$ cat src/rtl/core/bbpbtb_ram.sv
// Generic single-write, single-read RAM with a registered read port.
module bbpbtb_ram #(
   parameter int WIDTH = 8,
   parameter int DEPTH = 16
) (
   input  logic                     clock,
   input  logic                     wr_en,
   input  logic [$clog2(DEPTH)-1:0] wr_addr,
   input  logic [WIDTH-1:0]         wr_data,
   input  logic                     rd_en,
   input  logic [$clog2(DEPTH)-1:0] rd_addr,
   output logic [WIDTH-1:0]         rd_data
);

   logic [WIDTH-1:0] mem_ff [DEPTH];
   logic [WIDTH-1:0] rd_data_ff;

   always_ff @(posedge clock) begin
      if (wr_en) begin
         mem_ff[wr_addr] <= wr_data;
      end
      if (rd_en) begin
         rd_data_ff <= mem_ff[rd_addr];
      end
   end

   assign rd_data = rd_data_ff;

endmodule

$ cat config.mk
export PLATFORM = sky130hd
export DESIGN_NAME = bbpbtb_ram
export DESIGN_NICKNAME = d
export VERILOG_FILES = /design/src/rtl/core/bbpbtb_ram.sv
export SDC_FILE = /design/constraint.sdc
export NUM_CORES = 1
export LEC_CHECK = 0
export BUFFER_PORTS_ARGS = -buffer_cell sky130_fd_sc_hd__buf_2
export CORE_UTILIZATION = 45
export DETAILED_ROUTE_END_ITERATION = 8
export GPL_ROUTABILITY_DRIVEN = 0
export PLACE_DENSITY = 0.68
export SKIP_CTS_REPAIR_TIMING = 1
export SLEW_MARGIN = 0
export SYNTH_ARGS = -nofsm -noshare
export SYNTH_HDL_FRONTEND = slang
export SYNTH_SLANG_ARGS = --single-unit
$ cat constraint.sdc
create_clock -name clock -period 1.8 [get_ports clock]
set_clock_uncertainty 0.1 [all_clocks]
set_input_delay 0 -clock clock [delete_from_list [all_inputs] [get_ports clock]]
set_output_delay 0 -clock clock [all_outputs]
set_load 0.02 [all_outputs]
# Word level (Yosys, flattened, before mapping)
# Memory sizes are Yosys's and may differ from the RTL's. A register that Yosys moved wholly into a read port is not among the register bits.
# Cells that the tools add are included.
# word_totals
ff_bits	0
mem_bits_rw	128
inputBits	19
out_inout_bits	8
word_cells	3
memories	1
# classes
muxes	2
# memory_table
name	depth	word_bits	read_ports	rd_ports_with_merged_regs	write_ports	line	source
mem_ff	16	8	1	1	1	15	logic [WIDTH-1:0] mem_ff [DEPTH];
# op_table
cell	count
two-way mux 1 bit	2

# Logic depth before layout (Yosys ltp)
# depth
ltp_word	2
ltp_mapped	5
mapped_depth_nobuf	3

# Worst setup path after synthesis
# No wires, ideal clock.
# synth_timing
path_type	in2reg
startpoint	in wr_addr[2]
endpoint	mem mem_ff[0][0] (enable)
setup_time_ns	0.383
arrival_ns	1.110
required_ns	1.317
slack_ns	0.207
path_stages	2
n_path_buf	0
cell_sequence	or3b_2 -> nor3_1
# synth_lines
item	line	source
from (decl)	8	input logic [$clog2(DEPTH)-1:0] wr_addr,
to (decl)	15	
# Straight into the memory's write port.

==> results by group <==
Die
  – IO Count: 27
  – Initial core utilization: between 40% and 50%
  – Die Wd: between 100 and 150 um
  – Rows: 38
  – DIE AREA: roughly 0.012 mm^2
  – Chip height: about 110 um
  – Core area: 0.0111 mm^2

GRT
  – Overall global routing resource usage: 18.7%
  – Total grt overflow: 0
  – Number of global-route vias before repair: roughly 2500
  – Largest net degree at the start of global routing: 33
  – First-pass GRT wire length: around 15000 um
  – Initial antenna violation count: 0

Worst setup path
  – WS Path Type: reg2reg
  – Slowest stage delay, CP: ~550 ps
  – Slowest cell on crit path: mux4_1
  – Critical path's top delay family: multiplexers
  – CP Launch Type: flop
  – Stages on worst setup path: 3
  – Data arrival, critical path: 1720 ps
  – R2R depth: 3
  – CP Max Fanout: 1
  – Reg-to-reg slack, setup: roughly 130 ps
  – Worst Path Buf+Inv: 0
  – WP data required: about 1900 ps
  – Crit. End Element: flop
  – Critical Path, Cell by Cell: mux4_1 -> a22oi_1 -> nand2_1

Logic synthesis
  – Predominant post-synthesis flop cell: edfxtp_1
  – Synth unique cells: 18
  – Post-Syn Instances: ~230
  – Synthesized flop and latch total: 136
  – Synth area leaders: edfxtp_1, mux4_2, mux4_1
  – Mean Syn Cell Area: ~23 um^2
  – Share of the synthesized area in the top cell type: 78.1%
  – Yosys warnings: 0
  – Post-synthesis cell area: 0.00523 mm^2
  – Net Count, Synth: about 250
  – Post-synth EDFFs: between 100 and 150
  – Seq/Total Area, Yosys: 78.1%
  – Async S/R FF share, synth: 0%
  – Synth area leader: edfxtp_1

STA
  – Final Slew Violations: 0
  – Final setup TNS: 0 ps
  – Final setup viols: 0
  – Period utilisation layout: between 90% and 100%
  – Unrepaired setup endpoints after global routing: no
  – Final hold violation count: 0
  – Tightest Pin Transition: ~410 ps
  – Worst setup margin: roughly 130 ps
  – Tmin final: ~1700 ps
  – Max Fclk: 597 MHz
  – Max_slew headroom: approximately 73%

Routing
  – Final ANT Viol Nets: 0
  – Residual DRC: 0
  – DRT met1 WL: about 4400 um
  – Wirelength per Cell: 22.4 um
  – DR top layer: met4
  – WL final: roughly 10000 um
  – Routed wl met2: just under 5000 um
  – Initial DRC Count: roughly 110
  – TritonRoute pass-1 iters: 4
  – Routed wl met3: between 500 and 600 um
  – Vias per inst: between 5 and 6
  – Via Count: approximately 2500

Placed design
  – Place WS: about 91 ps
  – Hpwl dp: around 6300 um
  – Inst Count DP: 409
  – Input/output buffers: 26

Pwr
  – PwrDens: roughly 1100 mW/mm^2
  – VDD IR-drop max: about 590 uV
  – Leakage Power: roughly 2.1 nW

Outcome
  – Outcome: complete, no violations

Clocking
  – Clk sinks: ~140
  – Clock slew at reported path FFs: around 50 ps
  – # H-tree levels: 4
  – Clock Latency Late Sink: 400 ps
  – CTS tree: done
  – CTS max path bufs: 2
  – Clock Tree Root: clkbuf_16
  – Inserted Clock Buffers: 17

Layout
  – Most frequent cells in the layout: edfxtp_1, buf_2, buf_4, mux4_2, clkbuf_16
  – Layout cells sized above 1: between 20% and 30%
  – Post-Layout Cell Count: 447
  – Most common cell after layout, fill and taps aside: edfxtp_1
  – ANT cells: 0
  – Synth-to-layout area growth: 19.7%
  – Nets: 316

Hold path
  – Hold WC Path Type: in2reg
  – Hold Crit Depth: 3

Run
  – Max Cap Viol: 0
[tightest hold or removal path, cell delays in order]
cell,delay (ps)
buf_2,100
or3b_2,150
nor2_1,80
[report_power, final]
part / internal, mW / total (mW) / switching, mW
logic: 0.160 / 0.368 / 0.209
clock network: 1.85 / 2.98 / 1.14
registers: 3.57 / 3.59 / 0.0184
total: 5.58 / 6.94 / 1.36
[state kept, by name, indices dropped and copies added, names as in the netlist]
register,cells
mem_ff,128
rd_data,8
[cells by family (layout without fill, tap and decap cells)]
logic type | Yosys count | in the layout | synth area share [%]
DFF | 136 | 136 | 78.1
and+or+nand+nor | 35 | 35 | 3.14
muxes | 32 | 32 | 14.8
AOI/OAI and AO/OA | 16 | 16 | 2.30
buffers and inverters | 10 | 88 | 1.65
[per-layer routing]
layer	global-route usage, %	vias up
met3	5.81	11
met2	28.2	71
met5	0	-
met1	25.6	1303
li1	-	1116
met4	7.33	0
[synth_stat cells (2+ instances only)]
cell type,count
clkdlybuf4s25_2,3
buf_6,3
edfxtp_1,136
a22oi_1,16
nand3b_1,2
nor2_1,13
mux4_2,18
nand2_1,9
mux4_1,14
buf_2,3
nor3_1,4
nand2b_1,2
[worst paths after layout]
path                   to     startpoint
min          mem_ff[2][4]     wr_addr[3]
min reg2reg    rd_data[7]  mem_ff[14][7]
max reg2reg    rd_data[2]   mem_ff[1][2]
max            rd_data[2]   mem_ff[1][2]
[through the flow]
step	power [mW]	utilization, %	area, um^2	hold WS [ps]
CTS	6.97	55.6	6160	-142
global placement	3.99	51.1	5660	288
finish	6.94	56.5	6250	4.02
global route	7.15	56.5	6250	12.5
detailed placement	4.01	51.1	5660	285
floorplan	3.85	-	5230	-1.13
[layout make-up]
class,count,area (um^2)
Clock buffer,22,444
Clock inverter,7,56.3
Fill cell,810,4820
Multi-Input combinational cell,83,1060
Sequential cell,136,4080
Tap cell,140,175
Timing Repair Buffer,59,438
Power figures use the tool's default switching activity.
